==> config.mk <==
export PLATFORM = sky130hd
export DESIGN_NAME = mr3k_muldiv
export DESIGN_NICKNAME = d
export VERILOG_FILES = /design/src/rtl/mr3k_pkg.sv /design/src/rtl/mr3k_muldiv.sv
export SDC_FILE = /design/constraint.sdc
export NUM_CORES = 1
export LEC_CHECK = 0
export ABC_AREA = 0
export BUFFER_PORTS_ARGS = -buffer_cell sky130_fd_sc_hd__buf_2
export CAP_MARGIN = 0
export CELL_PAD_IN_SITES_DETAIL_PLACEMENT = 2
export CELL_PAD_IN_SITES_GLOBAL_PLACEMENT = 2
export CORE_ASPECT_RATIO = 2
export CORE_UTILIZATION = 30
export CTS_CLUSTER_DIAMETER = 40
export CTS_CLUSTER_SIZE = 24
export DETAILED_ROUTE_END_ITERATION = 8
export GPL_TIMING_DRIVEN = 0
export PLACE_DENSITY_LB_ADDON = 0.25
export SETUP_SLACK_MARGIN = 0.15
export SLEW_MARGIN = 30
export SYNTH_ARGS = -nofsm -noshare
export SYNTH_HDL_FRONTEND = slang
export SYNTH_SLANG_ARGS = --single-unit
==> constraint.sdc <==
create_clock -name clk -period 6.9 [get_ports clk]
set_clock_uncertainty 0.05 [all_clocks]
set_input_delay 0.345 -clock clk [delete_from_list [all_inputs] [get_ports clk]]
set_output_delay 0.345 -clock clk [all_outputs]
set_load 0.005 [all_outputs]
==> src/rtl/mr3k_pkg.sv <==
// Shared constants, codes and lane-mask helpers for the R3000 integer core step block.
package mr3k_pkg;

    // result kinds
    localparam logic [2:0] K_RETIRED = 3'd0;
    localparam logic [2:0] K_READ    = 3'd1;
    localparam logic [2:0] K_WRITE   = 3'd2;
    localparam logic [2:0] K_HALTED  = 3'd3;
    localparam logic [2:0] K_FAULT   = 3'd4;
    localparam logic [2:0] K_UNSUPP  = 3'd5;
    localparam logic [2:0] K_BUDGET  = 3'd6;

    // wait phases (stopped phases reuse the kind codes)
    localparam logic [2:0] PH_INSTR  = 3'd0;
    localparam logic [2:0] PH_LOAD   = 3'd1;
    localparam logic [2:0] PH_MERGE  = 3'd2;

    // configuration register indexes
    localparam logic [1:0] CFG_ENTRY_PC    = 2'd0;
    localparam logic [1:0] CFG_HALT_PC     = 2'd1;
    localparam logic [1:0] CFG_STEP_BUDGET = 2'd2;

    // multiply/divide operations: bit 1 divide, bit 0 unsigned
    typedef logic [1:0] md_op_t;
    localparam md_op_t MD_MULT  = 2'd0;
    localparam md_op_t MD_MULTU = 2'd1;
    localparam md_op_t MD_DIV   = 2'd2;
    localparam md_op_t MD_DIVU  = 2'd3;

    // primary opcodes
    localparam logic [5:0] OP_SPECIAL = 6'h00;
    localparam logic [5:0] OP_REGIMM  = 6'h01;
    localparam logic [5:0] OP_J       = 6'h02;
    localparam logic [5:0] OP_JAL     = 6'h03;
    localparam logic [5:0] OP_BEQ     = 6'h04;
    localparam logic [5:0] OP_BNE     = 6'h05;
    localparam logic [5:0] OP_BLEZ    = 6'h06;
    localparam logic [5:0] OP_BGTZ    = 6'h07;
    localparam logic [5:0] OP_ADDI    = 6'h08;
    localparam logic [5:0] OP_ADDIU   = 6'h09;
    localparam logic [5:0] OP_SLTI    = 6'h0a;
    localparam logic [5:0] OP_SLTIU   = 6'h0b;
    localparam logic [5:0] OP_ANDI    = 6'h0c;
    localparam logic [5:0] OP_ORI     = 6'h0d;
    localparam logic [5:0] OP_XORI    = 6'h0e;
    localparam logic [5:0] OP_LUI     = 6'h0f;
    localparam logic [5:0] OP_COP0    = 6'h10;
    localparam logic [5:0] OP_LB      = 6'h20;
    localparam logic [5:0] OP_LH      = 6'h21;
    localparam logic [5:0] OP_LWL     = 6'h22;
    localparam logic [5:0] OP_LW      = 6'h23;
    localparam logic [5:0] OP_LBU     = 6'h24;
    localparam logic [5:0] OP_LHU     = 6'h25;
    localparam logic [5:0] OP_LWR     = 6'h26;
    localparam logic [5:0] OP_SB      = 6'h28;
    localparam logic [5:0] OP_SH      = 6'h29;
    localparam logic [5:0] OP_SWL     = 6'h2a;
    localparam logic [5:0] OP_SW      = 6'h2b;
    localparam logic [5:0] OP_SWR     = 6'h2e;

    // SPECIAL function codes
    localparam logic [5:0] F_SLL   = 6'h00;
    localparam logic [5:0] F_SRL   = 6'h02;
    localparam logic [5:0] F_SRA   = 6'h03;
    localparam logic [5:0] F_SLLV  = 6'h04;
    localparam logic [5:0] F_SRLV  = 6'h06;
    localparam logic [5:0] F_SRAV  = 6'h07;
    localparam logic [5:0] F_JR    = 6'h08;
    localparam logic [5:0] F_JALR  = 6'h09;
    localparam logic [5:0] F_MFHI  = 6'h10;
    localparam logic [5:0] F_MTHI  = 6'h11;
    localparam logic [5:0] F_MFLO  = 6'h12;
    localparam logic [5:0] F_MTLO  = 6'h13;
    localparam logic [5:0] F_MULT  = 6'h18;
    localparam logic [5:0] F_MULTU = 6'h19;
    localparam logic [5:0] F_DIV   = 6'h1a;
    localparam logic [5:0] F_DIVU  = 6'h1b;
    localparam logic [5:0] F_ADD   = 6'h20;
    localparam logic [5:0] F_ADDU  = 6'h21;
    localparam logic [5:0] F_SUB   = 6'h22;
    localparam logic [5:0] F_SUBU  = 6'h23;
    localparam logic [5:0] F_AND   = 6'h24;
    localparam logic [5:0] F_OR    = 6'h25;
    localparam logic [5:0] F_XOR   = 6'h26;
    localparam logic [5:0] F_NOR   = 6'h27;
    localparam logic [5:0] F_SLT   = 6'h2a;
    localparam logic [5:0] F_SLTU  = 6'h2b;
    localparam logic [5:0] F_RFE   = 6'h10;

    // REGIMM rt codes
    localparam logic [4:0] RI_BLTZ   = 5'h00;
    localparam logic [4:0] RI_BGEZ   = 5'h01;
    localparam logic [4:0] RI_BLTZAL = 5'h10;
    localparam logic [4:0] RI_BGEZAL = 5'h11;

    // COP0 rs codes
    localparam logic [4:0] C0_MF = 5'h00;
    localparam logic [4:0] C0_MT = 5'h04;
    localparam logic [4:0] C0_CO = 5'h10;

    localparam logic [4:0] LINK_REG   = 5'd31;
    localparam logic [4:0] STATUS_IDX = 5'd12;

    function automatic logic [31:0] lwl_keep(input logic [1:0] k);
        logic [31:0] m;
        case (k)
            2'd0:    m = 32'h00ffffff;
            2'd1:    m = 32'h0000ffff;
            2'd2:    m = 32'h000000ff;
            default: m = 32'h00000000;
        endcase
        return m;
    endfunction

    function automatic logic [31:0] lwr_keep(input logic [1:0] k);
        logic [31:0] m;
        case (k)
            2'd0:    m = 32'h00000000;
            2'd1:    m = 32'hff000000;
            2'd2:    m = 32'hffff0000;
            default: m = 32'hffffff00;
        endcase
        return m;
    endfunction

    function automatic logic [31:0] swl_keep(input logic [1:0] k);
        logic [31:0] m;
        case (k)
            2'd0:    m = 32'hffffff00;
            2'd1:    m = 32'hffff0000;
            2'd2:    m = 32'hff000000;
            default: m = 32'h00000000;
        endcase
        return m;
    endfunction

    function automatic logic [31:0] swr_keep(input logic [1:0] k);
        logic [31:0] m;
        case (k)
            2'd0:    m = 32'h00000000;
            2'd1:    m = 32'h000000ff;
            2'd2:    m = 32'h0000ffff;
            default: m = 32'h00ffffff;
        endcase
        return m;
    endfunction

    // (3 - k) * 8 and k * 8
    function automatic logic [4:0] left_sh(input logic [1:0] k);
        return {~k, 3'b000};
    endfunction

    function automatic logic [4:0] right_sh(input logic [1:0] k);
        return {k, 3'b000};
    endfunction

endpackage

==> src/rtl/mr3k_muldiv.sv <==
// Iterative multiply/divide unit: one shift-add or restoring step per cycle.
module mr3k_muldiv (
    input  logic                 clk,
    input  logic                 rst_n,
    input  logic                 start,
    input  mr3k_pkg::md_op_t     op,
    input  logic [31:0]          a,
    input  logic [31:0]          b,
    output logic                 done,
    output logic [31:0]          hi,
    output logic [31:0]          lo
);

    localparam logic [1:0] MS_IDLE = 2'd0;
    localparam logic [1:0] MS_RUN  = 2'd1;
    localparam logic [1:0] MS_FIX  = 2'd2;

    logic [1:0]  state_reg, state_next;
    logic [4:0]  cnt_reg, cnt_next;
    logic [31:0] acc_hi_reg, acc_hi_next;
    logic [31:0] acc_lo_reg, acc_lo_next;
    logic [31:0] opnd_reg, opnd_next;
    logic [31:0] dvd_reg, dvd_next;
    logic        div_reg, div_next;
    logic        neg_q_reg, neg_q_next;
    logic        neg_r_reg, neg_r_next;
    logic        zero_reg, zero_next;
    logic [31:0] hi_reg, hi_next;
    logic [31:0] lo_reg, lo_next;
    logic        done_reg, done_next;

    always_comb
    begin
        logic        sgn;
        logic [31:0] ma;
        logic [31:0] mb;
        logic [32:0] msum;
        logic [32:0] shin;
        logic [33:0] dsub;
        logic [63:0] prod;
        logic [63:0] negp;

        sgn  = !op[0];
        ma   = (sgn && a[31]) ? (32'd0 - a) : a;
        mb   = (sgn && b[31]) ? (32'd0 - b) : b;
        msum = {1'b0, acc_hi_reg} + {1'b0, (acc_lo_reg[0] ? opnd_reg : 32'd0)};
        shin = {acc_hi_reg, acc_lo_reg[31]};
        dsub = {1'b0, shin} - {2'b00, opnd_reg};
        prod = {acc_hi_reg, acc_lo_reg};
        negp = 64'd0 - prod;

        state_next  = state_reg;
        cnt_next    = cnt_reg;
        acc_hi_next = acc_hi_reg;
        acc_lo_next = acc_lo_reg;
        opnd_next   = opnd_reg;
        dvd_next    = dvd_reg;
        div_next    = div_reg;
        neg_q_next  = neg_q_reg;
        neg_r_next  = neg_r_reg;
        zero_next   = zero_reg;
        hi_next     = hi_reg;
        lo_next     = lo_reg;
        done_next   = 1'b0;

        unique case (state_reg)
            MS_IDLE:
            begin
                if (start)
                begin
                    div_next    = op[1];
                    neg_q_next  = sgn && (a[31] ^ b[31]);
                    neg_r_next  = sgn && a[31];
                    zero_next   = (b == 32'd0);
                    dvd_next    = a;
                    acc_hi_next = 32'd0;
                    acc_lo_next = op[1] ? ma : mb;
                    opnd_next   = op[1] ? mb : ma;
                    cnt_next    = 5'd0;
                    state_next  = (op[1] && (b == 32'd0)) ? MS_FIX : MS_RUN;
                end
            end
            MS_RUN:
            begin
                if (div_reg)
                begin
                    if (!dsub[33])
                    begin
                        acc_hi_next = dsub[31:0];
                        acc_lo_next = {acc_lo_reg[30:0], 1'b1};
                    end
                    else
                    begin
                        acc_hi_next = shin[31:0];
                        acc_lo_next = {acc_lo_reg[30:0], 1'b0};
                    end
                end
                else
                begin
                    acc_hi_next = msum[32:1];
                    acc_lo_next = {msum[0], acc_lo_reg[31:1]};
                end
                cnt_next = cnt_reg + 5'd1;
                if (cnt_reg == 5'd31)
                    state_next = MS_FIX;
            end
            MS_FIX:
            begin
                if (!div_reg)
                begin
                    {hi_next, lo_next} = neg_q_reg ? negp : prod;
                end
                else if (zero_reg)
                begin
                    lo_next = neg_r_reg ? 32'd1 : 32'hffffffff;
                    hi_next = dvd_reg;
                end
                else
                begin
                    lo_next = neg_q_reg ? (32'd0 - acc_lo_reg) : acc_lo_reg;
                    hi_next = neg_r_reg ? (32'd0 - acc_hi_reg) : acc_hi_reg;
                end
                done_next  = 1'b1;
                state_next = MS_IDLE;
            end
            default:
            begin
                state_next = MS_IDLE;
            end
        endcase
    end

    always_ff @(posedge clk or negedge rst_n)
    begin
        if (!rst_n)
        begin
            state_reg <= MS_IDLE;
            done_reg  <= 1'b0;
        end
        else
        begin
            state_reg <= state_next;
            done_reg  <= done_next;
        end
    end

    always_ff @(posedge clk)
    begin
        cnt_reg    <= cnt_next;
        acc_hi_reg <= acc_hi_next;
        acc_lo_reg <= acc_lo_next;
        opnd_reg   <= opnd_next;
        dvd_reg    <= dvd_next;
        div_reg    <= div_next;
        neg_q_reg  <= neg_q_next;
        neg_r_reg  <= neg_r_next;
        zero_reg   <= zero_next;
        hi_reg     <= hi_next;
        lo_reg     <= lo_next;
    end

    assign done = done_reg;
    assign hi   = hi_reg;
    assign lo   = lo_reg;

endmodule

After elaboration in Yosys (flattened, before gate mapping)
Cells that the tools add are included.
- output and inout port bits: 65
- logic and storage cells: 66
- input bits: 69
- bits in registers: 204
- equality and inequality tests: 5
- mux-type cells: 28
- add/subtract/negate cells: 8
- bitwise gates (word level): 1
- reduce and logical (&&, ||, !) cells: 11
- operators with widths (cell ; count):
    two-way mux 32 bit ; 17
    one-hot mux 32 bit (2 select lines) ; 2
    subtractor 1 x 32 -> 32 bit, first input constant ; 4
    two-way mux 64 bit ; 1
    subtractor 1 x 64 -> 64 bit, first input constant ; 1
    subtractor 33 x 32 -> 34 bit ; 1
    adder 32 x 32 -> 33 bit ; 1
    zero test 32 bit ; 1
    one-hot mux 5 bit (2 select lines) ; 1
    two-way mux 2 bit ; 3
    AND reduction 2 bit ; 3
    adder 5 x 1 -> 5 bit, second input constant ; 1
    == test 5 bit, second input constant ; 1
    two-way mux 5 bit ; 1
    logical AND 1 bit ; 4
    inequality test 2 bit, second input constant ; 2
    one-hot mux 2 bit (2 select lines) ; 1
    == test 2 x 1 -> 1 bit, second input constant ; 1
    == test 2 bit, second input constant ; 1
    zero test 2 bit ; 1
    two-way mux 1 bit ; 2
    nonzero test 2 bit ; 1
    zero test 1 bit ; 1
    bitwise XOR 1 bit ; 1

Depth between registers and ports, before layout
- depth in word-level cells: 6
- depth in mapped cells: 14

Worst setup path before layout
No wires, ideal clock.
- path kind: reg-to-reg
- start: reg state_reg[0]
- end: reg div_reg (enable)
- required time: 6.256 ns
- cell stages (with the launch flop): 2
- period minus slack after synthesis: 6.114 ns
- arrival: 5.470 ns
- path slack: 0.786 ns
- path through: dfrtp_1 > nor3b_1
- word-level cells in the longest chain between the ends: 2
- ends and longest elaborated chain (item ; line ; RTL):
    from (decl) ; mr3k_muldiv.sv:18 ; logic [1:0] state_reg, state_next;
    from (signal assigned) ; mr3k_muldiv.sv:142 ; state_reg <= state_next;
    zero test 2 bit ; mr3k_muldiv.sv:66 ; unique case (state_reg)
    AND reduction 2 bit (no line) ; - ;
    to (signal assigned) ; mr3k_muldiv.sv:154 ; div_reg <= div_next;
    to (decl) ; mr3k_muldiv.sv:24 ; logic div_reg, div_next;
Every way passes these cells.
A chain may end at the register's enable or synchronous reset.

Worst setup path in the final report
- start: reg acc_hi_reg[21]
- end: reg acc_hi_reg[20] (data pin)
- word-level cells in the longest chain between the ends: 4
- elaborated cells on any way between the ends: 5
- those cells by class: 2 x add/sub; 3 x mux
- ends and longest elaborated chain (item ; line ; RTL):
    from (decl) ; mr3k_muldiv.sv:20 ; logic [31:0] acc_hi_reg, acc_hi_next;
    from (signal assigned) ; mr3k_muldiv.sv:150 ; acc_hi_reg <= acc_hi_next;
    subtractor 33 x 32 -> 34 bit ; mr3k_muldiv.sv:48 ; dsub = {1'b0, shin} - {2'b00, opnd_reg};
    two-way mux 32 bit ; mr3k_muldiv.sv:87 ; if (!dsub[33])
    two-way mux 32 bit (*) ; mr3k_muldiv.sv:85 ; if (div_reg)
    one-hot mux 32 bit (2 select lines) (*) ; mr3k_muldiv.sv:66 ;
Mark *: on every way between the ends. The rest lies on a longest branch, timed or not.

==> flow_metrics.tcl <==
set metrics [dict create \
    drt_wl_total_microns 75600 \
    placed_area_sq_um 17700 \
    synth_nets 1890 \
    netlist_area_sq_um 15900 \
    vias_per_cell 5.63 \
    grt_pass1_vias 17000 \
    hpwl_microns 61300 \
    arrival_ns 6.09 \
    worstSetupEndpointType "flop" \
    synth_area_per_cell_sq_um 9.09 \
    final_layout_size_suffix_gt1_share_pct 12.6 \
    synth-edff-count 201 \
    finalWorstPathRequiredPeriod_ns 5.71 \
    hold_violations 0 \
    seqPwrFrac_pct 28.1 \
    first_iter_violations 532 \
    critPathMaxFanout 10 \
    slew_violations 0 \
    cts-resized-gates 0 \
    drcViolationCount 0 \
    final_cell_mix "edfxtp_1 (201), a21oi_1 (178), nand2_1 (161), nor2_1 (159), buf_2 (137)" \
    seq_area_sq_um 6110 \
    grt_pass1_wl_microns 110000 \
    ys_async_sr_fraction_pct 1.47 \
    ys.flop_type "edfxtp_1" \
    initial_core_util_pct 30.2 \
    grt_start_max_net_pins 23 \
    final_antenna_net_count 0 \
    final_cells 2652 \
    cts_setup_buffers 0 \
    rsz0062_at_grt "false" \
    insertion_delay_ns 0.61 \
    multi_input_area_sq_um 9220 \
    power.clock.fraction_pct 20.0 \
    nFillCells 5842 \
    dp.cells 2562 \
    synth_cell_types 75 \
    yosysSeqAreaShare_pct 38.4 \
    path_clk_slew_ns 0.07 \
    period_share_pct 82.8 \
    yosysWarnings 0 \
    mostFrequentLayoutCell "edfxtp_1" \
    total_power_w 0.00833 \
    num_vias 14900 \
    whs_ns 0.0378 \
    core.rowCount 119 \
    max_slew_margin_pct 29.2 \
    swShare_pct 48.6 \
    numCtsBuffers 30 \
    p_int_w 0.00428 \
    first_pass_iters 4 \
    netlist_instances 1749 \
    final_area_sq_um 19100 \
    timing.final.ws_setup_ns 1.19 \
    start_kind "flop" \
    ys_seq_elements 204 \
    gp_congestion 0.907 \
    htree_levels 1 \
    fp.dieW_microns 165 \
    diodes 0 \
    ctsRootBufferMaster "clkbuf_16" \
    power_density_nw_per_um2 436 \
    hp-class "in2reg" \
    syn_to_final_growth_pct 20.2 \
    fmax_mhz 175 \
    cts_sinks 204 \
    nets 2104 \
    cts_buffer_depth 3 \
    p_leak_nw 7.43 \
    cts.hold.buffers_added 34 \
    grt_remaining_overflow 0 \
    die_h_microns 328 \
    outcome "finished clean" \
    tritoncts "done" \
    track_usage_pct 28.2 \
    dp_worst_setup_slack_ns 1.27 \
    wl_per_cell_microns 28.5 \
    worst_pin_slew_ns 1.06 \
    die_area_sq_um 54000 \
    drv_cap 0 \
    antenna_found_initial 0 \
    worstPathRequired_ns 7.28 \
    core_area_sq_um 52600 \
    p_sw_w 0.00405 \
    crit_type "reg2reg" \
    ir_drop_mv 0.209 \
    port_buffers 133 \
    power_frac_comb_pct 51.8 \
    io_pins 134 \
    setup_violations 0 \
]
[cell families after synthesis]
logic type	after synthesis	synth area share, %
AOI/OAI and AO/OA	483	18.5
xor gates and xnor gates	204	11.2
adders and majority gates	72	5.76
buffers and inverters	163	3.88
DFF	204	38.4
muxes	100	6.32
and+or+nand+nor	523	15.9
[power groups by stage]
| stage | clock network [W] | logic (W) | registers [W] |
|---|---|---|---|
| finish | 0.00167 | 0.00432 | 0.00234 |
| detailed placement | 0 | 0.00424 | 0.00235 |
| CTS | 0.00170 | 0.00432 | 0.00233 |
| global placement | 0 | 0.00407 | 0.00237 |
| floorplan | 0 | 0.00283 | 0.00213 |
| global route | 0.00173 | 0.00466 | 0.00237 |
[metrics by stage]
stage,TNS [ns],utilization (%)
final,0,36.4
after global routing,0,36.4
after CTS,0,36.4
after detailed placement,0,33.6
after global placement,-100.77,33.1
after floorplan,0,-
[synthesized netlist by cell type, types with 5 or more instances]
cell type / count / share of area (%)
o21ai_0: 124 / 3.9
a31oi_1: 13 / 0.51
and3_1: 8 / 0.31
xnor2_1: 118 / 6.5
a211oi_1: 8 / 0.38
o22ai_1: 13 / 0.51
mux2i_1: 97 / 6.1
o41ai_1: 13 / 0.72
o211ai_1: 22 / 1.0
nand2_1: 161 / 3.8
or2_2: 9 / 0.35
xor2_1: 86 / 4.7
or4_1: 25 / 1.2
ha_1: 70 / 5.5
nor2_1: 161 / 3.8
a21o_1: 26 / 1.2
o21a_1: 13 / 0.61
nor3_1: 29 / 0.91
or3_1: 16 / 0.63
edfxtp_1: 201 / 38
o31ai_1: 20 / 0.94
nand2b_1: 14 / 0.55
a21oi_1: 178 / 5.6
o211a_1: 5 / 0.31
nor3b_1: 6 / 0.28
nand3_1: 23 / 0.72
nor2b_1: 11 / 0.43
and2_1: 8 / 0.31
buf_1: 17 / 0.40
clkbuf_1: 76 / 1.8
nand4_1: 13 / 0.51
nor4_1: 16 / 0.63
inv_1: 67 / 1.6
[area by class of cell]
cell class / count / share of cell area, %
plain buffers: 95 / 1.92
clock buffers: 31 / 4.06
clock inverters: 25 / 1.64
inverters: 68 / 1.34
multi-input cells: 1382 / 48.3
flip-flops and latches: 204 / 32.0
well taps: 665 / 4.35
repair buffers: 182 / 6.47
[path summary, 6_finish.rpt]
kind	slack (ns)	end	cells past startpoint	start
min in group asynchronous	0.57	done$_DFF_PN0_	3	rst_n
max	1.19	acc_hi_reg[20]$_SDFFCE_PN0P_	12	acc_hi_reg[21]$_SDFFCE_PN0P_
max reg2reg	1.19	acc_hi_reg[20]$_SDFFCE_PN0P_	12	acc_hi_reg[21]$_SDFFCE_PN0P_
max in group asynchronous	6.07	state_reg[0]$_DFFE_PN0P_	3	rst_n
min reg2reg	0.57	state_reg[1]$_DFFE_PN0P_	1	state_reg[1]$_DFFE_PN0P_
min	0.04	state_reg[1]$_DFFE_PN0P_	3	start
[metal layers]
| metal | share of wire (%) | track usage, % | vias to the layer above |
|---|---|---|---|
| li1 | - | - | 6837 |
| met1 | 34 | 26.3 | 7473 |
| met2 | 56 | 55.9 | 405 |
| met3 | 2.6 | 2.25 | 216 |
| met4 | 7.5 | 19.1 | 0 |
| met5 | 0 | 0 | - |
[critical path, stage by stage, from the launching register on]
cell       delay [ns]
edfxtp_1         0.56
ha_1             0.35
clkbuf_1         0.32
nand4_1          0.21
or3_1            0.52
a2111oi_0        0.72
o41ai_2          0.36
o211a_1          0.28
o211ai_1         0.32
clkbuf_1         0.63
buf_2            0.56
nand2_1          0.35
o221ai_1         0.28
Power figures use the tool's default switching activity.
